[src/prp_pkg.sv]
// Shared constants and the arctangent table for the planar relative pose core.
package prp_pkg;

    localparam int POS_WIDTH_DEF       = 32;
    localparam int ANGLE_WIDTH_DEF     = 16;
    localparam int ROTATION_STAGES_DEF = 16;

    // Extra fraction bits carried through the rotation.
    localparam int GUARD_BITS = 8;

    // Inverse rotation gain in Q0.32.
    localparam int KINV_WIDTH = 32;
    localparam logic [KINV_WIDTH-1:0] KINV = 32'd2608131497;

    // Rotation residual angle, scaled to 2^32 per turn.
    localparam int RES_WIDTH = 32;

    localparam int ATAN_ENTRIES = 24;

    // Arctangent of 2^-idx, in units of 2^32 per turn.
    function automatic logic [31:0] atan_turn32(input int idx);
        logic [31:0] val;
        case (idx)
            0:       val = 32'd536870912;
            1:       val = 32'd316933406;
            2:       val = 32'd167458907;
            3:       val = 32'd85004756;
            4:       val = 32'd42667331;
            5:       val = 32'd21354465;
            6:       val = 32'd10679838;
            7:       val = 32'd5340245;
            8:       val = 32'd2670163;
            9:       val = 32'd1335087;
            10:      val = 32'd667544;
            11:      val = 32'd333772;
            12:      val = 32'd166886;
            13:      val = 32'd83443;
            14:      val = 32'd41722;
            15:      val = 32'd20861;
            16:      val = 32'd10430;
            17:      val = 32'd5215;
            18:      val = 32'd2608;
            19:      val = 32'd1304;
            20:      val = 32'd652;
            21:      val = 32'd326;
            22:      val = 32'd163;
            23:      val = 32'd81;
            default: val = 32'd0;
        endcase
        return val;
    endfunction

endpackage

[src/prp_back.sv]
// Output stage: removes the guard bits with rounding, saturates and holds the result.
module prp_back #(
    parameter int POS_WIDTH   = prp_pkg::POS_WIDTH_DEF,
    parameter int ANGLE_WIDTH = prp_pkg::ANGLE_WIDTH_DEF,
    parameter int XW          = POS_WIDTH + prp_pkg::GUARD_BITS + 2
) (
    input  logic                          clk,
    input  logic                          rst_n,
    input  logic                          in_valid,
    output logic                          in_ready,
    input  logic signed [XW-1:0]          x_in,
    input  logic signed [XW-1:0]          y_in,
    input  logic                          ovf_in,
    input  logic        [ANGLE_WIDTH-1:0] hd_in,
    output logic                          out_valid,
    input  logic                          out_ready,
    output logic signed [POS_WIDTH-1:0]   rel_x,
    output logic signed [POS_WIDTH-1:0]   rel_y,
    output logic signed [ANGLE_WIDTH-1:0] rel_heading,
    output logic                          overflow
);

    localparam int P  = POS_WIDTH;
    localparam int G  = prp_pkg::GUARD_BITS;
    localparam int TW = XW - G;

    localparam logic signed [XW-1:0] HALF = $signed(XW'(1) << (G - 1));
    localparam logic [P-1:0] POS_MAX = {1'b0, {(P-1){1'b1}}};
    localparam logic [P-1:0] POS_MIN = {1'b1, {(P-1){1'b0}}};

    logic                   valid_reg;
    logic                   load;
    logic [P-1:0]           rel_x_reg, rel_y_reg, rel_x_next, rel_y_next;
    logic [ANGLE_WIDTH-1:0] rel_heading_reg;
    logic                   overflow_reg, overflow_next;

    assign load     = !valid_reg || out_ready;
    assign in_ready = load;

    always_comb
    begin
        logic signed [XW-1:0] xa, ya;
        logic [TW-1:0]        xt, yt;
        logic                 sat_x, sat_y;
        xa    = x_in + HALF;
        ya    = y_in + HALF;
        xt    = xa[XW-1:G];
        yt    = ya[XW-1:G];
        // In range when every bit above the sign of the result agrees with it.
        sat_x = !((&xt[TW-1:P-1]) || !(|xt[TW-1:P-1]));
        sat_y = !((&yt[TW-1:P-1]) || !(|yt[TW-1:P-1]));
        rel_x_next    = sat_x ? (xt[TW-1] ? POS_MIN : POS_MAX) : xt[P-1:0];
        rel_y_next    = sat_y ? (yt[TW-1] ? POS_MIN : POS_MAX) : yt[P-1:0];
        overflow_next = ovf_in || sat_x || sat_y;
    end

    always_ff @(posedge clk or negedge rst_n)
    begin
        if (!rst_n)
        begin
            valid_reg <= 1'b0;
        end
        else if (load)
        begin
            valid_reg <= in_valid;
        end
    end

    always_ff @(posedge clk)
    begin
        if (load)
        begin
            rel_x_reg       <= rel_x_next;
            rel_y_reg       <= rel_y_next;
            rel_heading_reg <= hd_in;
            overflow_reg    <= overflow_next;
        end
    end

    assign out_valid   = valid_reg;
    assign rel_x       = $signed(rel_x_reg);
    assign rel_y       = $signed(rel_y_reg);
    assign rel_heading = $signed(rel_heading_reg);
    assign overflow    = overflow_reg;

endmodule

[config.mk]
export PLATFORM = sky130hd
export DESIGN_NAME = prp_back
export DESIGN_NICKNAME = d
export VERILOG_FILES = /design/src/prp_pkg.sv /design/src/prp_back.sv
export SDC_FILE = /design/constraint.sdc
export NUM_CORES = 1
export LEC_CHECK = 0
export ABC_AREA = 1
export BUFFER_PORTS_ARGS = -buffer_cell sky130_fd_sc_hd__buf_2
export CORE_MARGIN = 1.5
export CORE_UTILIZATION = 30
export DETAILED_ROUTE_END_ITERATION = 12
export PLACE_DENSITY = 0.58
export SETUP_SLACK_MARGIN = 0.02
export SYNTH_ARGS = -nofsm -noshare
export SYNTH_HDL_FRONTEND = slang
export SYNTH_SLANG_ARGS = --single-unit
[constraint.sdc]
create_clock -name clk -period 7.76 [get_ports clk]
set_input_delay 0.388 -clock clk [delete_from_list [all_inputs] [get_ports clk]]
set_output_delay 0.388 -clock clk [all_outputs]
set_load 0.01 [all_outputs]
# After elaboration in Yosys (flattened, before gate mapping)

Index checks and enable logic that the tools add are counted.

Input port bits: 105
Word-level logic and storage cells: 25
Output and inout bits: 83
Bits in read-only memories: 0
Memories: 0
Flip-flop bits (word level): 82
Latch bits: 0
RAM bits: 0

Shift operators: 0
$add $sub $neg: 2
Divide/modulo/power cells: 0
Multipliers: 0
Muxes and demuxes: 4
Magnitude comparators: 0
Bitwise gates (word level): 0
Eq/ne operators: 0
Reductions and logical operators: 14

Operators with widths:

| kind                                          | count |
|---|---|
| two-way mux 32 bit                            | 4 |
| adder 42 x 9 -> 42 bit, second input constant | 2 |
| AND reduction 3 bit                           | 2 |
| OR reduction 3 bit                            | 2 |
| zero test 1 bit                               | 5 |
| logical OR 1 bit                              | 5 |

# Depth between registers and ports, before layout

Word-level depth: 7
Gate-level depth with buffers: 14
Gate-level depth less buffers: 14

# Worst setup path after synthesis

OpenSTA, ideal clock, no wires.

Path kind: input -> register
Start point: input out_ready
End point: register overflow_reg, in the netlist overflow, enable pin
Required time: 7314 ps
Setup time: 446 ps
Buffers on the path: 0
Cell stages on the path: 2
Slack: 5106 ps
Arrival time: 2207 ps
Path through: inv_1 > nand2_1

Cells in the longest elaborated chain, start to end: 1

RTL lines:

| element              | RTL line       | text |
|---|---|---|
| start, declared      | prp_back.sv:16 | `input logic out_ready,` |
| logical OR 1 bit     | prp_back.sv:37 | `assign load = !valid_reg \|\| out_ready;` |
| net in_ready         | prp_back.sv:10 | `output logic in_ready,` |
| end signal, assigned | prp_back.sv:76 | `overflow_reg <= overflow_next;` |
| end, declared        | prp_back.sv:35 | `logic overflow_reg, overflow_next;` |

The timed path passes the listed nets, and every way through them passes these cells.
A chain may end at the register's enable or synchronous reset.

# Worst setup path after layout

Start point: register valid_reg, in the netlist out_valid
End point: output in_ready

Cells in the longest elaborated chain, start to end: 2

RTL lines:

| element                | RTL line       | text |
|---|---|---|
| start, declared        | prp_back.sv:31 | `logic valid_reg;` |
| start signal, assigned | prp_back.sv:65 | `valid_reg <= in_valid;` |
| zero test 1 bit        | prp_back.sv:37 |  |
| logical OR 1 bit       | prp_back.sv:37 |  |
| end, declared          | prp_back.sv:10 |  |

Every way passes these cells.

==> flow_metrics.tcl <==
set metrics [dict create \
    die_w_um 131 \
    worstRegToRegCells 2 \
    postSynth.asyncResetShare 0.0122 \
    mostFrequentLayoutCells "nand2_1, buf_2, edfxtp_1" \
    hold_start "hd_in[9]" \
    grt-ovfl-total 0 \
    final_common_cell "nand2_1" \
    status "finished, final reports clean" \
    cp_slowest_stage_delay_ns 0.66 \
    io_pins 188 \
    clockBufferDepth 2 \
    ff2ff_setup_slack_ns 5.97 \
    std_cell_rows 46 \
    rsz0062_at_grt "false" \
    start_util 0.309 \
    dp_hpwl_um 10100 \
    syn-num-nets 663 \
    fmax_mhz 417 \
    cts.reportedPaths.clkPinSlew_ns 0.06 \
    seq_area_frac_synth 0.499 \
    period_share 0.309 \
    tns_ns 0 \
    crit_path_top_delay_cell "buf_4" \
    nets 838 \
    dr.pass1.iters 5 \
    grt_pass1_wl_um 19500 \
    slew_viol_final 0 \
    r2r-end "rel_y[25]" \
    hold_viol 0 \
    cp.arrival_ns 2.01 \
    vias 4107 \
    grtUsageTotal 0.149 \
    vias_per_cell 4.31 \
    io_buffers 173 \
    fp.dieH_um 131 \
    endpoint "in_ready" \
    total_power_w 0.00112 \
    yosysUniqueCellTypes 29 \
    syn_to_final_growth_pct 26.6 \
    setup_viol 0 \
    cts.sinks 82 \
    startpoint "out_valid" \
    post_cts_buffers 0 \
    cts.repair.resized 0 \
    synthCells 556 \
    startpoint_type "flop" \
    ys_ff_latch 82 \
    relSlewSlack 0.496 \
    required_ns 7.37 \
    cp-end-kind "output pin" \
    drive_above_1_share 0.307 \
    path_max_fanout 57 \
    syn_area_um2 4920 \
    fin_worst_skew_ns 0.00947 \
    maxCapViolations 0 \
    clock_latency_ns 0.34 \
    antenna_found_initial 0 \
    period_needed_ns 2.40 \
    grt_max_degree 58 \
    drc 0 \
    htreeDepth 3 \
    hold_ws_ns 0.233 \
    tightestPinTransition_ns 0.756 \
    nFillCells 1659 \
    vdd_drop_max_v 0.0000980 \
    wl_um 12800 \
    crit_chain "nand2_4, buf_4, buf_2" \
    synthFlopType "edfxtp_1" \
    core_um2 15900 \
    reg2reg_from "out_valid" \
    syn_avg_cell_area_um2 8.85 \
    power.density_nw_per_um2 180 \
    cts_tree "built" \
    die_area_um2 17200 \
    gp_congestion 0.905 \
    route.antenna.remaining_nets 0 \
    cts_hold_buf 1 \
    synth-edff-count 81 \
    criticalPathCategory "flop to output pin" \
    grt_pass1_vias 3807 \
    wire_per_inst_um 13.5 \
    n_antenna_cell 0 \
    yosysWarnings 0 \
    p_leak_nw 2.76 \
    cts-root-buf "clkbuf_16" \
    hp-class "primary input to flop" \
    drt-initial-drc-count 230 \
    cts-buffers-inserted 9 \
]
-- synth_stat cells (9+ instances only) --
cell	instances	area, µm²
nor3_1	11	55.1
xor2_1	28	245
nand2_1	213	800
o21ai_2	9	78.8
nor2_1	64	240
inv_1	28	105
nand4_1	10	62.6
xnor2_1	30	263
edfxtp_1	81	2430
nand3_1	28	140
-- critical path, delay by kind of cell (launching register included) --
family / cells / cell delay, ns
buf+inv: 2 / 0.92
flops: 1 / 0.40
simple gates: 1 / 0.30
-- layer usage --
layer	track usage	wire (µm)	part of all wire	vias up
met1	0.202	6080	0.47	1810
met2	0.234	5830	0.45	111
li1	-	-	-	2167
met5	0	0	0	-
met3	0.0268	616	0.048	19
met4	0.0621	282	0.022	0
-- area by class of cell --
class / instances / area, µm² / share of cell area
Clock buffer: 11 / 233 / 0.0374
Clock inverter: 5 / 31.3 / 0.00502
Inverter: 30 / 113 / 0.0181
Multi-Input combinational cell: 433 / 2240 / 0.360
Sequential cell: 82 / 2460 / 0.394
Tap cell: 216 / 270 / 0.0434
Timing Repair Buffer: 175 / 883 / 0.142
-- metrics by stage --
stage	instances	util	setup WS, ns	cell area (µm²)
floorplan	556	-	5.11	4920
global placement	935	0.374	5.15	5960
detailed placement	935	0.374	5.11	5960
CTS	952	0.391	5.30	6230
global route	952	0.391	5.20	6230
finish	952	0.391	5.36	6230
-- cell families (layout without fill, tap and decap cells) --
group,Yosys count,count (layout),synth area share
buffers and inverters,41,221,0.0465
AO/OA/AOI/OAI,17,17,0.0270
XOR/XNOR,58,58,0.103
adder cells (fa/ha/maj),2,2,0.00508
AND/OR/NAND/NOR,356,356,0.319
flip-flops,82,82,0.499
-- worst min-delay path by stage --
stage	cells after the start	slack (ns)	endpoint
finish	1	0.23	rel_heading[9]
global route	1	0.22	rel_heading[7]
CTS	1	0.21	rel_heading[1]
detailed placement	1	0.17	out_valid
global placement	1	0.16	out_valid
floorplan	0	0.09	out_valid
-- report_power, final --
part / total (W) / internal (W) / switching (W)
registers: 0.000543 / 0.000534 / 0.00000853
clock network: 0.000385 / 0.000215 / 0.000170
logic: 0.000191 / 0.0000708 / 0.000120
No activity file was read; power rests on OpenSTA's default activity.
