File: src/prp_pkg.sv
// Shared constants and the arctangent table for the planar relative pose core.
package prp_pkg;

    localparam int POS_WIDTH_DEF       = 32;
    localparam int ANGLE_WIDTH_DEF     = 16;
    localparam int ROTATION_STAGES_DEF = 16;

    // Extra fraction bits carried through the rotation.
    localparam int GUARD_BITS = 8;

    // Inverse rotation gain in Q0.32.
    localparam int KINV_WIDTH = 32;
    localparam logic [KINV_WIDTH-1:0] KINV = 32'd2608131497;

    // Rotation residual angle, scaled to 2^32 per turn.
    localparam int RES_WIDTH = 32;

    localparam int ATAN_ENTRIES = 24;

    // Arctangent of 2^-idx, in units of 2^32 per turn.
    function automatic logic [31:0] atan_turn32(input int idx);
        logic [31:0] val;
        case (idx)
            0:       val = 32'd536870912;
            1:       val = 32'd316933406;
            2:       val = 32'd167458907;
            3:       val = 32'd85004756;
            4:       val = 32'd42667331;
            5:       val = 32'd21354465;
            6:       val = 32'd10679838;
            7:       val = 32'd5340245;
            8:       val = 32'd2670163;
            9:       val = 32'd1335087;
            10:      val = 32'd667544;
            11:      val = 32'd333772;
            12:      val = 32'd166886;
            13:      val = 32'd83443;
            14:      val = 32'd41722;
            15:      val = 32'd20861;
            16:      val = 32'd10430;
            17:      val = 32'd5215;
            18:      val = 32'd2608;
            19:      val = 32'd1304;
            20:      val = 32'd652;
            21:      val = 32'd326;
            22:      val = 32'd163;
            23:      val = 32'd81;
            default: val = 32'd0;
        endcase
        return val;
    endfunction

endpackage

File: src/prp_front.sv
// Front end: position difference, quadrant pre-rotation and gain compensation.
module prp_front #(
    parameter int POS_WIDTH   = prp_pkg::POS_WIDTH_DEF,
    parameter int ANGLE_WIDTH = prp_pkg::ANGLE_WIDTH_DEF,
    parameter int XW          = POS_WIDTH + prp_pkg::GUARD_BITS + 2
) (
    input  logic                          clk,
    input  logic                          rst_n,
    input  logic                          in_valid,
    output logic                          in_ready,
    input  logic signed [POS_WIDTH-1:0]   target_x,
    input  logic signed [POS_WIDTH-1:0]   target_y,
    input  logic        [ANGLE_WIDTH-1:0] target_heading,
    input  logic signed [POS_WIDTH-1:0]   ref_x,
    input  logic signed [POS_WIDTH-1:0]   ref_y,
    input  logic        [ANGLE_WIDTH-1:0] ref_heading,
    output logic                          out_valid,
    input  logic                          out_ready,
    output logic signed [XW-1:0]          x_out,
    output logic signed [XW-1:0]          y_out,
    output logic signed [prp_pkg::RES_WIDTH-1:0] r_out,
    output logic                          ovf_out,
    output logic        [ANGLE_WIDTH-1:0] hd_out
);

    localparam int P    = POS_WIDTH;
    localparam int A    = ANGLE_WIDTH;
    localparam int G    = prp_pkg::GUARD_BITS;
    localparam int KW   = prp_pkg::KINV_WIDTH;
    localparam int RW   = prp_pkg::RES_WIDTH;
    localparam int LO_W = P / 2;
    localparam int HI_W = P - LO_W;
    localparam int SUMW = P + KW;
    localparam int MW   = P + G;
    localparam int SW   = 1 + A + RW;
    localparam int NSTG = 5;

    localparam logic [P-1:0]    POS_MAX   = {1'b0, {(P-1){1'b1}}};
    localparam logic [P-1:0]    POS_MIN   = {1'b1, {(P-1){1'b0}}};
    localparam logic [A-1:0]    EIGHTH    = A'(1) << (A - 3);
    localparam logic [SUMW-1:0] ROUND_MUL = SUMW'(1) << (KW - 1 - G);

    logic [NSTG-1:0] valid_reg;
    logic [NSTG-1:0] load;
    logic [SW-1:0]   side_reg [NSTG];
    logic [SW-1:0]   side_next;

    // Stage 1 registers.
    logic [P-1:0]    dx_reg, dy_reg, dx_next, dy_next;
    logic [1:0]      q_reg, q_next;
    // Stage 2 registers.
    logic [P-1:0]    mag_a_reg, mag_b_reg, mag_a_next, mag_b_next;
    logic [1:0]      neg2_reg, neg2_next;
    // Stage 3 registers.
    logic [LO_W+KW-1:0] pla_reg, plb_reg, pla_next, plb_next;
    logic [HI_W+KW-1:0] pha_reg, phb_reg, pha_next, phb_next;
    logic [1:0]      neg3_reg;
    // Stage 4 registers.
    logic [MW-1:0]   ma_reg, mb_reg, ma_next, mb_next;
    logic [1:0]      neg4_reg;
    // Stage 5 registers.
    logic signed [XW-1:0] x5_reg, y5_reg, x5_next, y5_next;

    // A stage loads when it is empty or when the stage after it loads.
    always_comb
    begin
        load[NSTG-1] = !valid_reg[NSTG-1] || out_ready;
        for (int k = NSTG - 2; k >= 0; k--)
        begin
            load[k] = !valid_reg[k] || load[k+1];
        end
    end

    assign in_ready = load[0];

    always_ff @(posedge clk or negedge rst_n)
    begin
        if (!rst_n)
        begin
            valid_reg <= '0;
        end
        else
        begin
            if (load[0])
            begin
                valid_reg[0] <= in_valid;
            end
            for (int k = 1; k < NSTG; k++)
            begin
                if (load[k])
                begin
                    valid_reg[k] <= valid_reg[k-1];
                end
            end
        end
    end

    // Stage 1: saturated differences, heading difference, quadrant and residual.
    always_comb
    begin
        logic [P:0]   dx_full, dy_full;
        logic         sat_x, sat_y;
        logic [A-1:0] hd, z, zq, zr;
        dx_full = {target_x[P-1], target_x} - {ref_x[P-1], ref_x};
        dy_full = {target_y[P-1], target_y} - {ref_y[P-1], ref_y};
        sat_x   = dx_full[P] != dx_full[P-1];
        sat_y   = dy_full[P] != dy_full[P-1];
        dx_next = sat_x ? (dx_full[P] ? POS_MIN : POS_MAX) : dx_full[P-1:0];
        dy_next = sat_y ? (dy_full[P] ? POS_MIN : POS_MAX) : dy_full[P-1:0];
        hd      = target_heading - ref_heading;
        z       = A'(0) - ref_heading;
        zq      = z + EIGHTH;
        q_next  = zq[A-1:A-2];
        zr      = z - {q_next, {(A-2){1'b0}}};
        side_next = {sat_x || sat_y, hd, zr, {(RW-A){1'b0}}};
    end

    // Stage 2: quadrant swap and sign-magnitude split.
    always_comb
    begin
        logic [P-1:0] src_a, src_b;
        logic         flip_a, flip_b;
        src_a  = q_reg[0] ? dy_reg : dx_reg;
        src_b  = q_reg[0] ? dx_reg : dy_reg;
        flip_a = q_reg[0] ^ q_reg[1];
        flip_b = q_reg[1];
        mag_a_next   = src_a[P-1] ? (~src_a + 1'b1) : src_a;
        mag_b_next   = src_b[P-1] ? (~src_b + 1'b1) : src_b;
        neg2_next[0] = src_a[P-1] ^ flip_a;
        neg2_next[1] = src_b[P-1] ^ flip_b;
    end

    // Stage 3: partial products with the inverse gain.
    always_comb
    begin
        pla_next = (LO_W+KW)'(mag_a_reg[LO_W-1:0]) * (LO_W+KW)'(prp_pkg::KINV);
        plb_next = (LO_W+KW)'(mag_b_reg[LO_W-1:0]) * (LO_W+KW)'(prp_pkg::KINV);
        pha_next = (HI_W+KW)'(mag_a_reg[P-1:LO_W]) * (HI_W+KW)'(prp_pkg::KINV);
        phb_next = (HI_W+KW)'(mag_b_reg[P-1:LO_W]) * (HI_W+KW)'(prp_pkg::KINV);
    end

    // Stage 4: sum the partial products and round to the guard-bit scale.
    always_comb
    begin
        logic [SUMW-1:0] sum_a, sum_b;
        sum_a   = (SUMW'(pha_reg) << LO_W) + SUMW'(pla_reg) + ROUND_MUL;
        sum_b   = (SUMW'(phb_reg) << LO_W) + SUMW'(plb_reg) + ROUND_MUL;
        ma_next = sum_a[SUMW-1:KW-G];
        mb_next = sum_b[SUMW-1:KW-G];
    end

    // Stage 5: apply the combined sign.
    always_comb
    begin
        logic signed [XW-1:0] ext_a, ext_b;
        ext_a   = $signed(XW'(ma_reg));
        ext_b   = $signed(XW'(mb_reg));
        x5_next = neg4_reg[0] ? -ext_a : ext_a;
        y5_next = neg4_reg[1] ? -ext_b : ext_b;
    end

    always_ff @(posedge clk)
    begin
        if (load[0])
        begin
            dx_reg      <= dx_next;
            dy_reg      <= dy_next;
            q_reg       <= q_next;
            side_reg[0] <= side_next;
        end
        if (load[1])
        begin
            mag_a_reg   <= mag_a_next;
            mag_b_reg   <= mag_b_next;
            neg2_reg    <= neg2_next;
            side_reg[1] <= side_reg[0];
        end
        if (load[2])
        begin
            pla_reg     <= pla_next;
            plb_reg     <= plb_next;
            pha_reg     <= pha_next;
            phb_reg     <= phb_next;
            neg3_reg    <= neg2_reg;
            side_reg[2] <= side_reg[1];
        end
        if (load[3])
        begin
            ma_reg      <= ma_next;
            mb_reg      <= mb_next;
            neg4_reg    <= neg3_reg;
            side_reg[3] <= side_reg[2];
        end
        if (load[4])
        begin
            x5_reg      <= x5_next;
            y5_reg      <= y5_next;
            side_reg[4] <= side_reg[3];
        end
    end

    assign out_valid = valid_reg[NSTG-1];
    assign x_out     = x5_reg;
    assign y_out     = y5_reg;
    assign ovf_out   = side_reg[NSTG-1][SW-1];
    assign hd_out    = side_reg[NSTG-1][SW-2:RW];
    assign r_out     = $signed(side_reg[NSTG-1][RW-1:0]);

endmodule

File: config.mk
export PLATFORM = sky130hd
export DESIGN_NAME = prp_front
export DESIGN_NICKNAME = d
export VERILOG_FILES = /design/src/prp_pkg.sv /design/src/prp_front.sv
export SDC_FILE = /design/constraint.sdc
export NUM_CORES = 2
export LEC_CHECK = 0
export BUFFER_PORTS_ARGS = -buffer_cell sky130_fd_sc_hd__buf_2
export CAP_MARGIN = 30
export CORE_MARGIN = 3
export CORE_UTILIZATION = 45
export DETAILED_ROUTE_END_ITERATION = 10
export GPL_TIMING_DRIVEN = 0
export PLACE_DENSITY = 0.57
export SLEW_MARGIN = 10
export SYNTH_ARGS = -nofsm -noshare
export SYNTH_HDL_FRONTEND = slang
export SYNTH_SLANG_ARGS = --single-unit
File: constraint.sdc
create_clock -name clk -period 27.5 [get_ports clk]
set_input_delay 5.5 -clock clk [delete_from_list [all_inputs] [get_ports clk]]
set_output_delay 5.5 -clock clk [all_outputs]
set_load 0.1 [all_outputs]
# [Word level (Yosys, flattened, before mapping)]
# Memory sizes are Yosys's and may differ from the RTL's.
# Index checks and enable logic that the tools add are counted.
[totals] ff_bits=497 latchBits=0 mem_bits_rw=245 romBits=0 in_bits=164 output_inout_bits=135 wordCells=82 memories=1
[classes] add_sub_neg=14 multipliers=4 div=0 order_cmp=0 eq_ne=2 shift=0 mux=20 n_bitwise=5 reduce_logical=11
[mem_list] name="side_reg" depth=5 width=49 rd=5 rd_clocked_by_memory_dff=0 wr=5 line_no="prp_front.sv:45" text="logic [SW-1:0] side_reg [NSTG];"
[op_table] cell="multiplier 16 x 32 -> 48 bit (second input constant)" n=4
[op_table] cell="2-to-1 mux 32 bit" n=6
[op_table] cell="adder 64 x 24 -> 64 bit (second input constant)" n=2
[op_table] cell="adder 64 x 48 -> 64 bit" n=2
[op_table] cell="negation 40 -> 42 bit" n=2
[op_table] cell="2-to-1 mux 40 bit" n=2
[op_table] cell="subtractor 32 x 32 -> 33 bit" n=2
[op_table] cell="adder 32 x 1 -> 32 bit (second input constant)" n=2
[op_table] cell="NOT 32 bit" n=2
[op_table] cell="2-to-1 mux 31 bit" n=2
[op_table] cell="subtractor 16 bit" n=2
[op_table] cell="adder 16 x 14 -> 16 bit (second input constant)" n=1
[op_table] cell="subtractor 1 x 16 -> 16 bit (first input constant)" n=1
[op_table] cell="2-to-1 mux 1 bit" n=10
[op_table] cell="logical OR 1 bit" n=6
[op_table] cell="logical NOT 1 bit" n=5
[op_table] cell="bitwise XOR 1 bit" n=3
[op_table] cell="inequality test 1 bit" n=2

# [Logic depth before layout (Yosys ltp)]
[logic_depth] depth_word=8 mapped_depth=25 ltp_nobuf=24

# [Least setup slack after synthesis]
# No wires, ideal clock.
[synth_path] kind="input to output" from="input out_ready" to="output in_ready" arrival_ns=11.224 required_time_ns=22.000 slack_ns=10.776 cell_stages=4 path_buffers=0 cell_sequence="nor2b_1 -> nand4_1 -> inv_1 -> nand2_1"
[synth_via] elab_chain_cells=5
[synth_rtl] element="start: declaration" line_no="prp_front.sv:18" text="input logic out_ready,"
[synth_rtl] element="logical OR 1 bit" line_no="prp_front.sv:67" text="load[NSTG-1] = !valid_reg[NSTG-1] || out_ready;"
[synth_rtl] element="logical OR 1 bit (3 in series)" line_no="prp_front.sv:70" text="load[k] = !valid_reg[k] || load[k+1];"
[synth_rtl] element="named net load[1]" line_no="prp_front.sv:44" text="logic [NSTG-1:0] load;"
[synth_rtl] element="logical OR 1 bit" line_no="prp_front.sv:70"
[synth_rtl] element="end: declaration" line_no="prp_front.sv:10" text="output logic in_ready,"
# The timed path passes the listed nets, and every way through them passes these cells.

# [Worst setup path in the final report]
# Same ends and word-level chain as after synthesis.

==> flow_metrics.env <==
export IMPL_gp_congestion=0.927
export IMPL_synth_most_common_cell="inv_1"
export IMPL_fmax_mhz=74.6
export IMPL_multiInputGateArea_um2=40900
export IMPL_skew_ns=0.0610
export IMPL_areaGrowthSynthToFinish_pct=10.3
export IMPL_layout_drive_gt1_share_pct=8.54
export IMPL_cts_root_buffer="clkbuf_16"
export IMPL_cts_buffer_depth=3
export IMPL_netlist_area_um2=64800
export IMPL_syn_inst=5888
export IMPL_start_util_pct=45.6
export IMPL_port_buffers=282
export IMPL_io_pins=299
export IMPL_holdBufCountCts=0
export IMPL_die_x_um=386
export IMPL_cts_sinks=630
export IMPL_drc=0
export IMPL_grt_start_max_net_pins=67
export IMPL_critPathMaxStageDelay_ns=0.66
export IMPL_cts_made_buffers=72
export IMPL_period_minus_slack_ns=13.41
export IMPL_slew_violations=0
export IMPL_seqCellArea_um2=18900
export IMPL_post_cts_buffers=0
export IMPL_worst_pin_slew_ns=1.01
export IMPL_syn_avg_cell_area_um2=11.0
export IMPL_finalHoldViolCount=0
export IMPL_cp_max_fo=36
export IMPL_crit_top_cell="buf_2"
export IMPL_cts_tree="done"
export IMPL_synth_area_leader_cell="edfxtp_1"
export IMPL_dr_total_vias=41700
export IMPL_synth_area_leaders="edfxtp_1, fa_1, ha_1"
export IMPL_ys_async_sr_fraction_pct=0.794
export IMPL_ys_seq_area_share_pct=29.1
export IMPL_yosysWarnings=0
export IMPL_antenna_found_initial=8
export IMPL_first_pass_iters=5
export IMPL_cts_repair_resized=0
export IMPL_grt_pass1_wl_mm=245
export IMPL_rows=138
export IMPL_slew_headroom_pct=31.7
export IMPL_status="completed"
export IMPL_tns_ns=0
export IMPL_hp_class="reg2reg"
export IMPL_fillers=13100
export IMPL_antenna_cells=0
export IMPL_fin_crit_sh_pct=48.8
export IMPL_core_um2=142000
export IMPL_setup_viol=0
export IMPL_die_area_um2=149000
export IMPL_critPathRequiredTime_ns=22.00
export IMPL_rsz0062_at_grt="no"
export IMPL_grt_usage_pct=21.5
export IMPL_path_clk_slew_ns=0.07
export IMPL_via_per_inst=5.06
export IMPL_synth_top_area_share_pct=28.9
export IMPL_drt_iter0_drc=1973
export IMPL_htree_num_levels=3
export IMPL_globalRouteOverflowTotal=0
export IMPL_routedWlPerCell_um=19.1
export IMPL_dpl_hpwl_mm=135
export IMPL_ys_ff_latch=630
export IMPL_die_h_um=386
export IMPL_synthFlopType="edfxtp_1"
export IMPL_path_cells="buf_2 > nor2b_1 > nand4_1 > inv_1 > nand2_4 > buf_2"
export IMPL_cp_arrival_ns=7.91
export IMPL_endpoint_kind="output port"
export IMPL_worstSetupStartpointType="input pin"
export IMPL_slowest_stage="nand4_1"
export IMPL_synth_common_cells="inv_1, ha_1, fa_1"
export IMPL_grt_pass1_vias=43900
export IMPL_synthDistinctLibCells=78
export IMPL_wirelength_mm=157
export IMPL_largest_reg_flops=165
export IMPL_layout_nets=8078
export IMPL_ant_nets=0
export IMPL_clk_latency_ns=0.70
export IMPL_synth_edf_count=625
export IMPL_drv_cap=0
export IMPL_path_class="in2out"
-- final timing paths --
kind,start,end,slack (ns),cells after the start
setup / recovery,out_ready,in_ready,14.09,6
hold / removal,neg2_reg[0],neg3_reg[0],0.40,0
setup reg to reg,mag_b_reg[14],plb_reg[47],19.71,23
hold reg to reg,neg2_reg[0],neg3_reg[0],0.40,0
max in group asynchronous,rst_n,valid_reg[3],22.75,1
min in group asynchronous,rst_n,valid_reg[4],4.61,1
-- placed cells by master, fill, tap and decap left out, types with 14 or more instances in the layout --
cell / instances
a211oi_1: 30
a21boi_0: 17
a21o_1: 146
a21oi_1: 250
a31oi_1: 31
and2_1: 19
and3_1: 37
buf_2: 286
buf_4: 50
clkbuf_1: 57
clkbuf_16: 72
clkinv_1: 14
conb_1: 16
edfxtp_1: 625
fa_1: 724
ha_1: 910
inv_1: 1221
mux2_2: 16
mux2i_1: 51
nand2_1: 197
nand2b_1: 61
nand3_1: 66
nand4_1: 37
nor2_1: 175
nor2b_1: 37
nor3_1: 63
o211ai_1: 18
o21a_1: 39
o21ai_0: 238
o21bai_1: 28
o31ai_1: 48
o41ai_1: 16
or2_2: 44
or3_1: 30
or4_1: 15
xnor2_1: 304
xor2_1: 145
-- critical path: cells and delay by family --
| family | cells | cell delay (ns) |
|---|---|---|
| and+or+nand+nor | 3 | 1.58 |
| buffers and inverters | 3 | 0.81 |
-- metrics by stage --
step,instances,setup WS [ns],hold WS [ns],util (%),area [um2]
2_1_floorplan,5903,10.78,0.400,-,64900
3_3_place_gp,8075,7.26,0.400,48.3,68700
3_5_place_dp,8094,14.02,0.405,48.5,69000
4_1_cts,8226,14.02,0.401,50.3,71500
5_1_grt,8228,13.84,0.418,50.3,71500
6_report,8228,14.09,0.401,50.3,71500
-- cell families after synthesis --
family                     after synthesis  share of synthesized area (%)
buffers and inverters                 1325                           7.96
DFF                                    630                           29.1
and+or+nand+nor                        832                           6.52
other                                    1                        0.00578
AOI/OAI and AO/OA                      945                           9.25
muxes                                   67                           1.07
xor gates and xnor gates               449                           6.07
adders and majority gates             1639                           40.0
-- metal layers --
metal / vias to the layer above / share of wire [%] / global-route usage, %
met5: - / 0.015 / 0
met4: 4 / 2.6 / 5.41
met3: 191 / 4.9 / 3.81
met2: 847 / 49 / 37.4
met1: 20100 / 44 / 27.9
li1: 20500 / - / -
-- final cells by class --
type                       instances  share of cell area, %
buffer                           103                  0.801
clock buffer                      88                   2.65
clock inverter                    44                  0.820
inverter                        1222                   6.42
multi-input combinational       3948                   57.1
sequential                       630                   26.4
tap                             1890                   3.31
timing repair buffer             303                   2.44
Power is not shown: default switching activity piles up to over one toggle a cycle in this logic, so the estimate is an artifact.
