--- src/prp_pkg.sv ---
// Shared constants and the arctangent table for the planar relative pose core.
package prp_pkg;

    localparam int POS_WIDTH_DEF       = 32;
    localparam int ANGLE_WIDTH_DEF     = 16;
    localparam int ROTATION_STAGES_DEF = 16;

    // Extra fraction bits carried through the rotation.
    localparam int GUARD_BITS = 8;

    // Inverse rotation gain in Q0.32.
    localparam int KINV_WIDTH = 32;
    localparam logic [KINV_WIDTH-1:0] KINV = 32'd2608131497;

    // Rotation residual angle, scaled to 2^32 per turn.
    localparam int RES_WIDTH = 32;

    localparam int ATAN_ENTRIES = 24;

    // Arctangent of 2^-idx, in units of 2^32 per turn.
    function automatic logic [31:0] atan_turn32(input int idx);
        logic [31:0] val;
        case (idx)
            0:       val = 32'd536870912;
            1:       val = 32'd316933406;
            2:       val = 32'd167458907;
            3:       val = 32'd85004756;
            4:       val = 32'd42667331;
            5:       val = 32'd21354465;
            6:       val = 32'd10679838;
            7:       val = 32'd5340245;
            8:       val = 32'd2670163;
            9:       val = 32'd1335087;
            10:      val = 32'd667544;
            11:      val = 32'd333772;
            12:      val = 32'd166886;
            13:      val = 32'd83443;
            14:      val = 32'd41722;
            15:      val = 32'd20861;
            16:      val = 32'd10430;
            17:      val = 32'd5215;
            18:      val = 32'd2608;
            19:      val = 32'd1304;
            20:      val = 32'd652;
            21:      val = 32'd326;
            22:      val = 32'd163;
            23:      val = 32'd81;
            default: val = 32'd0;
        endcase
        return val;
    endfunction

endpackage

--- src/prp_cordic_cell.sv ---
// One CORDIC micro-rotation cell with its own pipeline register and handshake.
module prp_cordic_cell #(
    parameter int XW          = prp_pkg::POS_WIDTH_DEF + prp_pkg::GUARD_BITS + 2,
    parameter int ANGLE_WIDTH = prp_pkg::ANGLE_WIDTH_DEF,
    parameter int STAGE       = 0
) (
    input  logic                          clk,
    input  logic                          rst_n,
    input  logic                          in_valid,
    output logic                          in_ready,
    input  logic signed [XW-1:0]          x_in,
    input  logic signed [XW-1:0]          y_in,
    input  logic signed [prp_pkg::RES_WIDTH-1:0] r_in,
    input  logic                          ovf_in,
    input  logic        [ANGLE_WIDTH-1:0] hd_in,
    output logic                          out_valid,
    input  logic                          out_ready,
    output logic signed [XW-1:0]          x_out,
    output logic signed [XW-1:0]          y_out,
    output logic signed [prp_pkg::RES_WIDTH-1:0] r_out,
    output logic                          ovf_out,
    output logic        [ANGLE_WIDTH-1:0] hd_out
);

    localparam int RW = prp_pkg::RES_WIDTH;
    localparam logic signed [RW-1:0] ATAN = $signed(prp_pkg::atan_turn32(STAGE));

    logic                   valid_reg;
    logic                   load;
    logic signed [XW-1:0]   x_reg, y_reg, x_next, y_next;
    logic signed [RW-1:0]   r_reg, r_next;
    logic                   ovf_reg;
    logic [ANGLE_WIDTH-1:0] hd_reg;

    assign load     = !valid_reg || out_ready;
    assign in_ready = load;

    // Rotate toward a zero residual.
    always_comb
    begin
        logic signed [XW-1:0] xs, ys;
        xs = x_in >>> STAGE;
        ys = y_in >>> STAGE;
        if (!r_in[RW-1])
        begin
            x_next = x_in - ys;
            y_next = y_in + xs;
            r_next = r_in - ATAN;
        end
        else
        begin
            x_next = x_in + ys;
            y_next = y_in - xs;
            r_next = r_in + ATAN;
        end
    end

    always_ff @(posedge clk or negedge rst_n)
    begin
        if (!rst_n)
        begin
            valid_reg <= 1'b0;
        end
        else if (load)
        begin
            valid_reg <= in_valid;
        end
    end

    always_ff @(posedge clk)
    begin
        if (load)
        begin
            x_reg   <= x_next;
            y_reg   <= y_next;
            r_reg   <= r_next;
            ovf_reg <= ovf_in;
            hd_reg  <= hd_in;
        end
    end

    assign out_valid = valid_reg;
    assign x_out     = x_reg;
    assign y_out     = y_reg;
    assign r_out     = r_reg;
    assign ovf_out   = ovf_reg;
    assign hd_out    = hd_reg;

endmodule

--- config.mk ---
export PLATFORM = sky130hd
export DESIGN_NAME = prp_cordic_cell
export DESIGN_NICKNAME = d
export VERILOG_FILES = /design/src/prp_pkg.sv /design/src/prp_cordic_cell.sv
export SDC_FILE = /design/constraint.sdc
export NUM_CORES = 1
export LEC_CHECK = 0
export BUFFER_PORTS_ARGS = -buffer_cell sky130_fd_sc_hd__buf_4
export CAP_MARGIN = 20
export CORE_MARGIN = 2
export CORE_UTILIZATION = 40
export DETAILED_ROUTE_END_ITERATION = 6
export GPL_TIMING_DRIVEN = 0
export SLEW_MARGIN = 30
export SYNTH_ARGS = -nofsm -noshare
export SYNTH_HDL_FRONTEND = slang
export SYNTH_SLANG_ARGS = --single-unit
export TNS_END_PERCENT = 5
--- constraint.sdc ---
create_clock -name clk -period 9.2 [get_ports clk]
set_input_delay 2.3 -clock clk [delete_from_list [all_inputs] [get_ports clk]]
set_output_delay 2.3 -clock clk [all_outputs]
set_load 0.02 [all_outputs]
After elaboration in Yosys (flattened, before gate mapping)
Index checks and enable logic that the tools add are counted.
{ "word_totals": {"ff_bits": 134, "in_bits": 137, "out_inout_bits": 135, "wordCells": 16} }
{ "classes": {"n_reduce_logical": 2, "muxes": 3, "add_sub_neg": 5} }
{ "ops": {"columns": ["operator", "count"], "rows": [
  ["42-bit two-way mux", 2],
  ["42-bit subtractor", 2],
  ["42-bit adder", 1],
  ["32-bit by 31-bit adder with 32-bit output (second input constant)", 1],
  ["32-bit two-way mux", 1],
  ["32-bit by 31-bit subtractor with 32-bit output (second input constant)", 1],
  ["1-bit logical NOT", 1],
  ["1-bit logical OR", 1]
]} }

Longest topological paths before layout
Gate-level depths: netlist (run 1).
{ "logic_depth": {"depth_word": 2, "mapped_depth": 13, "depth_no_buf": 12} }

Least setup slack after synthesis (run 1)
Ideal clock, no wire load.
{ "synth_timing": {"path_type": "in2out", "from": "in out_ready", "to": "out in_ready", "path_stages": 1, "path_buffers": 0, "setup_slack_ns": 1.257, "required_time_ns": 6.900, "arrival_time_ns": 5.643, "path_cell_list": "nand2b_1"} }
{ "synth_between": {"elab_chain_cells": 1} }
{ "synth_lines": {"columns": ["item", "line", "rtl"], "rows": [
  ["start: declaration", "prp_cordic_cell.sv:17", "input logic out_ready,"],
  ["1-bit logical OR", "prp_cordic_cell.sv:35", "assign load = !valid_reg || out_ready;"],
  ["end: declaration", "prp_cordic_cell.sv:10", "output logic in_ready,"]
]} }
Every way passes these cells.

Worst setup path in the final report (run 1)
Same ends and word-level chain as after synthesis.

==> metrics.txt, run 1 <==
Crit Path Class=in -> out; unrepaired setup endpoints after global routing=no; CP arrival=approximately 3.7 ns; required time worst endpoint=6.90 ns; outcome=complete, no violations; clk_lat worst skew=roughly 0.44 ns; total grt overflow=0; post-synth top area cell=edfxtp_1; area delta synth->final=26.65%; P_int=1512 uW; Die Ht=approximately 180 um; flop and latch count out of synthesis=133; most frequent cells after synthesis=a21oi_1, ha_1, edfxtp_1, inv_1, nor2_1; CTS clk-pin slew, worst paths=around 0.06 ns; FMAX=between 150 and 200 MHz; number of cell rows=62; Synth Flop Type=edfxtp_1; fin. max-slew vios=0; Yosys warnings=0; Static Leak=about 0.0066 uW; relative slew slack=32.70%; CTS resizes=0; Mapped Nets=1591; FF-to-FF End=x_out[31]$_DFFE_PP_; area fraction of the dominant cell type after synthesis=roughly a third; nets=1882; largest net degree at the start of global routing=52; CP Launch Type=input port; Num Clock Sinks=about 130; Yosys cell types=approximately 80; area of placed instances=14320 um^2; DRT iter0 DRCs=1171; Hold Vio Cnt, Final=0; Vias/cell=approximately 5.7; Pwr Density=162.4 nW/um^2; number of max-cap violations=0; Post-DP HPWL=34550 um; IO Port Bufs=between 200 and 300; Longest Clk Path Bufs=2; Reg2Reg Depth=3; vias in the first global route=10740; Die W=175.4 um; Final ANT Viol Nets=0; Comb pwr share=39.0%; EDFF count, synth=132; io pins=272; total global-route track usage=27.35%; asr flop ratio synth=0.7519%; core area=around 29000 um^2; peak supply drop=0.1271 mV; initial antenna violation count=0; H-tree depth=4; TritonCTS buffer count=17; Final Instance Count excl. Fillers=2001; design area=14880 um^2; CTS tree=done; Worst Hold Launch=out_valid$_DFFE_PN0P_; CP Capture Type=primary output; Switching Share=37.41%; final wirelength=43040 um; CP Max Fanout=51; worst hold stages=2; actual slew at the worst max-slew pin=approximately 1 ns; most frequent cell after synthesis=a21oi_1; WL/cell=21.51 um; Post-CTS Setup Repair Bufs=0; Tcrit/Tclk final=65.20%; clock skew=0.01709 ns; Cells after Synth=approximately 1300; Seq/Total Area, Yosys=33.95%; CTS root buf=clkbuf_16; Post-Syn Area=11750 um^2; WHS Endpoint=out_valid$_DFFE_PN0P_; clock share of power=a little over a quarter; first-pass GRT wire length=63960 um; fraction of layout cells with a size suffix above 1=22.09%; Worst R2R Setup Slack=7.35 ns; crit path time final=5.999 ns; reg-to-reg critical path startpoint=out_valid$_DFFE_PN0P_; syn_area_per_cell=8.954 um^2; final setup violation count=0; HP Class=reg -> reg; first-pass detailed-route iteration total=7; GPL Wtd Cong=0.9608; sequential share of power=33.7%; Psw=904.0 uW; drt drc=0; via count=11320; cell count after placement=1968; Final Power=2416 uW; fillers=2803; die outline area=30760 um^2; synth top area cells=edfxtp_1, ha_1, a21oi_1, xnor2_1, inv_1; starting density of the core=40.82%; CTS Hold Buffers Added=0
## cell families (layout without fill, tap and decap cells)
family                     count (synthesis)  in the layout  synth area share (%)
other                                      0              1                     0
and+or+nand+nor                          325            325                 13.18
DFF                                      133            133                 33.95
buffers and inverters                    185            489                 6.273
adders and majority gates                142            142                 15.38
muxes                                     26             26                 2.215
xor gates and xnor gates                  81             81                 6.039
AOI/OAI and AO/OA                        420            420                 22.96
## layout make-up
class	instances	area, um^2	area share [%]
Sequential cell	133	3989	26.81
Buffer	57	256.5	1.724
Clock inverter	15	132.6	0.8914
Clock buffer	17	425.4	2.859
Tap cell	384	480.5	3.229
Antenna cell	1	2.502	0.01682
Timing Repair Buffer	272	2082	13.99
Inverter	128	480.5	3.229
Multi-Input combinational cell	994	7029	47.25
## stage by stage
step	util (%)	TNS (ns)	setup slack (ns)	hold WS, ns
after floorplan	-	0	1.257	2.004
after global placement	49.53	-0.6446	-0.6446	2.076
after detailed placement	49.75	0	3.185	0.9641
after CTS	51.69	0	3.180	0.9805
after global routing	51.69	0	3.069	1.046
final	51.70	0	3.201	0.9593
## worst max-delay path by stage
stage	startpoint	to	cells after the start
detailed placement	out_ready	in_ready	5
finish	out_ready	in_ready	5
global route	out_ready	in_ready	5
floorplan	out_ready	in_ready	1
global placement	out_ready	in_ready	3
CTS	out_ready	in_ready	5
## power groups by stage
stage               Combinational (uW)  Sequential [uW]  Clock (uW)
floorplan                          425              949           0
global placement                   926              832           0
detailed placement                 927              828           0
CTS                                932              816         679
global route                      1000              823         699
finish                             941              814         661
## cells in the final DEF (no fill, tap or decap), drive strengths merged, types with 9 or more instances in the layout
master / count
o211ai: 15
nor2: 116
xor2: 18
nand2b: 20
nor4: 9
buf: 302
ha: 138
o21ai: 95
inv: 127
a21o: 23
o21bai: 20
nor2b: 15
nand2: 74
clkbuf: 44
a21oi: 147
a211o: 9
clkinv: 10
nor3: 25
mux2i: 26
edfxtp: 132
nand4: 17
xnor2: 63
o21a: 10
a31oi: 12
a211oi: 15
o22ai: 10
nand3: 20
o31ai: 13
## state kept, by name, summed over array words and instances, names as in the netlist
| signal | cells |
|---|---|
| out_valid | 1 |
| ovf_out | 1 |
| y_out | 41 |
| r_out | 32 |
| x_out | 42 |
| hd_out | 16 |
## worst max-delay path, cell delays in order
cell	delay [ns]
buf_4	0.08
nand2b_4	0.48
buf_16	0.31
buf_16	0.28
buf_4	0.19
## per-layer routing
metal | up-vias | global-route usage [%] | share of wire (%)
met5 | - | 0 | 0
met4 | 0 | 8.507 | 2.4
met3 | 72 | 4.286 | 8.8
met2 | 607 | 44.50 | 46
met1 | 5336 | 37.35 | 43
li1 | 5303 | - | -
No activity file was read; power rests on OpenSTA's default activity.
==> inputs of run 2 (changes only) <==
- ABC_AREA: not set -> 1
- clock period: 9.2 -> 5.5 ns (I/O delays scaled with it)
==> metrics.txt, run 2 <==
required time worst endpoint=4.12 ns (was 6.90 ns); area of placed instances=17270 um^2 (was 14320 um^2); unrepaired setup endpoints after global routing=no (unchanged); CP max stage cell=buf_16 (was nand2b_4); CP arrival=2.56 ns (was 3.70 ns); CTS tree=done (unchanged); number of max-cap violations=0 (unchanged); Hold Vio Cnt, Final=0 (unchanged); Yosys warnings=0 (unchanged); setup ws final=1.567 ns (was 3.201 ns); CP Launch Type=input port (unchanged); total grt overflow=0 (unchanged); relative slew slack=33.09% (was 32.70%); WL/cell=20.25 um (was 21.51 um); CP cell instances=buf_4 > inv_1 > nand2_8 > buf_16 > buf_4 (was buf_4 > nand2b_4 > buf_16 > buf_16 > buf_4); starting density of the core=40.30% (was 40.82%); CTS clk-pin slew, worst paths=0.06 ns (about the same); area delta synth->final=22.35% (was 26.65%); fraction of layout cells with a size suffix above 1=16.52% (was 22.09%); outcome=complete, no violations (unchanged); die outline area=38070 um^2 (was 30760 um^2); design area=17880 um^2 (was 14880 um^2); Vias/cell=5.243 (was 5.656); fillers=3741 (was 2803); io pins=272 (unchanged); initial antenna violation count=1 (was 0); diodes inserted=0 (was 1); Die W=195.1 um (was 175.4 um); syn_area_per_cell=6.406 um^2 (was 8.954 um^2); Cells after Synth=2281 (was 1312); flop and latch count out of synthesis=133 (unchanged); CP dominant cell by count=buf_4; CP max stage delay=0.33 ns (was 0.48 ns); via count=16000 (was 11320); CTS root buf=clkbuf_16 (unchanged); CP Capture Type=primary output (unchanged); total global-route track usage=32.14% (was 27.35%); FMAX=254.2 MHz; commonest non-fill, non-tap cell in the layout=nand2_1 (was buf_4); synth top area cells=edfxtp_1, nand2_1, ha_1, inv_1, nand3_1 (was edfxtp_1, ha_1, a21oi_1, xnor2_1, inv_1); vias in the first global route=15290 (was 10740); fin. max-slew vios=0 (unchanged); Largest register FFs=42 (unchanged); Post-CTS Setup Repair Bufs=0 (unchanged); number of cell rows=70 (was 62); final wirelength=61790 um (was 43040 um); Mapped Nets=2560 (was 1591); most frequent cells after synthesis=nand2_1, inv_1, nand3_1, nor2_1, ha_1 (was a21oi_1, ha_1, edfxtp_1, inv_1, nor2_1); area fraction of the dominant cell type after synthesis=27.13% (was 33.74%); Seq/Total Area, Yosys=27.30% (was 33.95%); drt drc=0 (unchanged); clock skew=0.01342 ns (was 0.01709 ns); Yosys cell types=41 (was 81); H-tree depth=4 (unchanged); GPL Wtd Cong=0.9748 (was 0.9608); cell count after placement=3020 (was 1968); asr flop ratio synth=0.7519% (unchanged); crit path time final=just under 4 ns; Final ANT Viol Nets=0 (unchanged); first-pass detailed-route iteration total=6 (was 7); IO Port Bufs=270 (unchanged); first-pass GRT wire length=90480 um (was 63960 um); Static Leak=0.009635 uW (was 0.006613 uW); CTS Hold Buffers Added=0 (unchanged); core area=36260 um^2 (was 28780 um^2); EDFF count, synth=132 (unchanged); Post-Syn Area=14610 um^2 (was 11750 um^2); Pwr Density=241.6 nW/um^2 (was 162.4 nW/um^2); footprint of the multi-input gates=8730 um^2 (was 7029 um^2); peak supply drop=0.2361 mV (was 0.1271 mV); TritonCTS buffer count=17 (unchanged); Final Instance Count excl. Fillers=3052 (was 2001); Die Ht=195.1 um (was 175.4 um); Crit Path Class=in -> out (unchanged); clk_lat worst skew=0.46 ns (was 0.44 ns); Longest Clk Path Bufs=2 (unchanged); Num Clock Sinks=133 (unchanged); nets=2850 (was 1882); Hold Slack=0.6902 ns (was 0.9593 ns); post-synth top area cell=edfxtp_1 (unchanged); largest net degree at the start of global routing=85 (was 52); most frequent cell after synthesis=nand2_1 (was a21oi_1); CTS resizes=0 (unchanged); DRT iter0 DRCs=1415 (was 1171); HP Class=in -> async (was reg -> reg); Post-DP HPWL=51610 um (was 34550 um); final setup violation count=0 (unchanged); most frequent cells in the layout=nand2_1, inv_1, buf_4 (was buf_4, a21oi_1, ha_1); Setup WS pre-CTS=1.476 ns (was 3.185 ns); FF+latch area=3989 um^2 (unchanged); actual slew at the worst max-slew pin=1.004 ns (was 1.009 ns); CP Max Fanout=84 (was 51); Synth Flop Type=edfxtp_1 (unchanged); Tcrit/Tclk final=between 70 and 80%
==> run 2: cell count changes after synthesis, moves of 18 or more <==
cell / delta
nand2_1: +717
nand3_1: +180
xnor2_1: -63
nand2b_1: -20
nor2_2: +31
a21o_1: -21
nor2_1: +56
mux2i_1: -25
buf_4: +24
inv_1: +269
clkbuf_1: -18
==> run 2: area by class of cell <==
type / instances / share of cell area, %
multi-input combinational: 1688 / 48.83
sequential: 133 / 22.31
timing repair buffer: 271 / 11.49
inverter: 402 / 8.441
tap: 468 / 3.275
clock buffer: 19 / 2.422
buffer: 58 / 2.268
clock inverter: 13 / 0.9588
==> run 2: layer usage <==
layer	part of all wire (%)	GRT usage, %
met3	8.0	5.682
met5	0	0
met2	44	51.47
met4	4.1	14.08
met1	44	42.56
==> run 2: per-stage QoR <==
step	total power (uW)	setup TNS, ns	utilization [%]
3_5_place_dp	3083	0	47.64
5_1_grt	4543	0	49.30
6_report	4320	0	49.30
3_3_place_gp	3070	-0.04489	47.51
2_1_floorplan	2384	0	-
4_1_cts	4323	0	49.30
==> run 2: kinds of logic (layout without fill, tap and decap cells) <==
family / after synthesis / after routing / synth area share (%)
muxes: 1 / 1 / 0.06851
DFF: 133 / 133 / 27.30
AOI/OAI and AO/OA: 269 / 269 / 10.16
and+or+nand+nor: 1252 / 1252 / 35.60
xor gates and xnor gates: 24 / 24 / 1.439
adders and majority gates: 142 / 142 / 12.37
buffers and inverters: 460 / 763 / 13.07
==> run 2: worst paths after layout <==
kind	cells after the start	slack [ns]	startpoint	end
worst max register to register	2	3.87	out_valid$_DFFE_PN0P_	y_out[14]$_DFFE_PP_
worst max-delay path	5	1.57	out_ready	in_ready
worst min register to register	1	1.00	out_valid$_DFFE_PN0P_	x_out[37]$_DFFE_PP_
max in group asynchronous	1	4.73	rst_n	out_valid$_DFFE_PN0P_
min in group clk	1	1.00	out_valid$_DFFE_PN0P_	x_out[37]$_DFFE_PP_
worst min-delay path	1	0.69	rst_n	out_valid$_DFFE_PN0P_
==> run 2: where the power goes <==
group / internal (uW) / switching [uW]
Clock: 719 / 505
Sequential: 1280 / 36.9
Combinational: 588 / 1190
==> run 2: critical path, delay by kind of cell <==
kind | cells | cell delay (ns)
buf+inv | 4 | 0.81
simple gates | 1 | 0.27
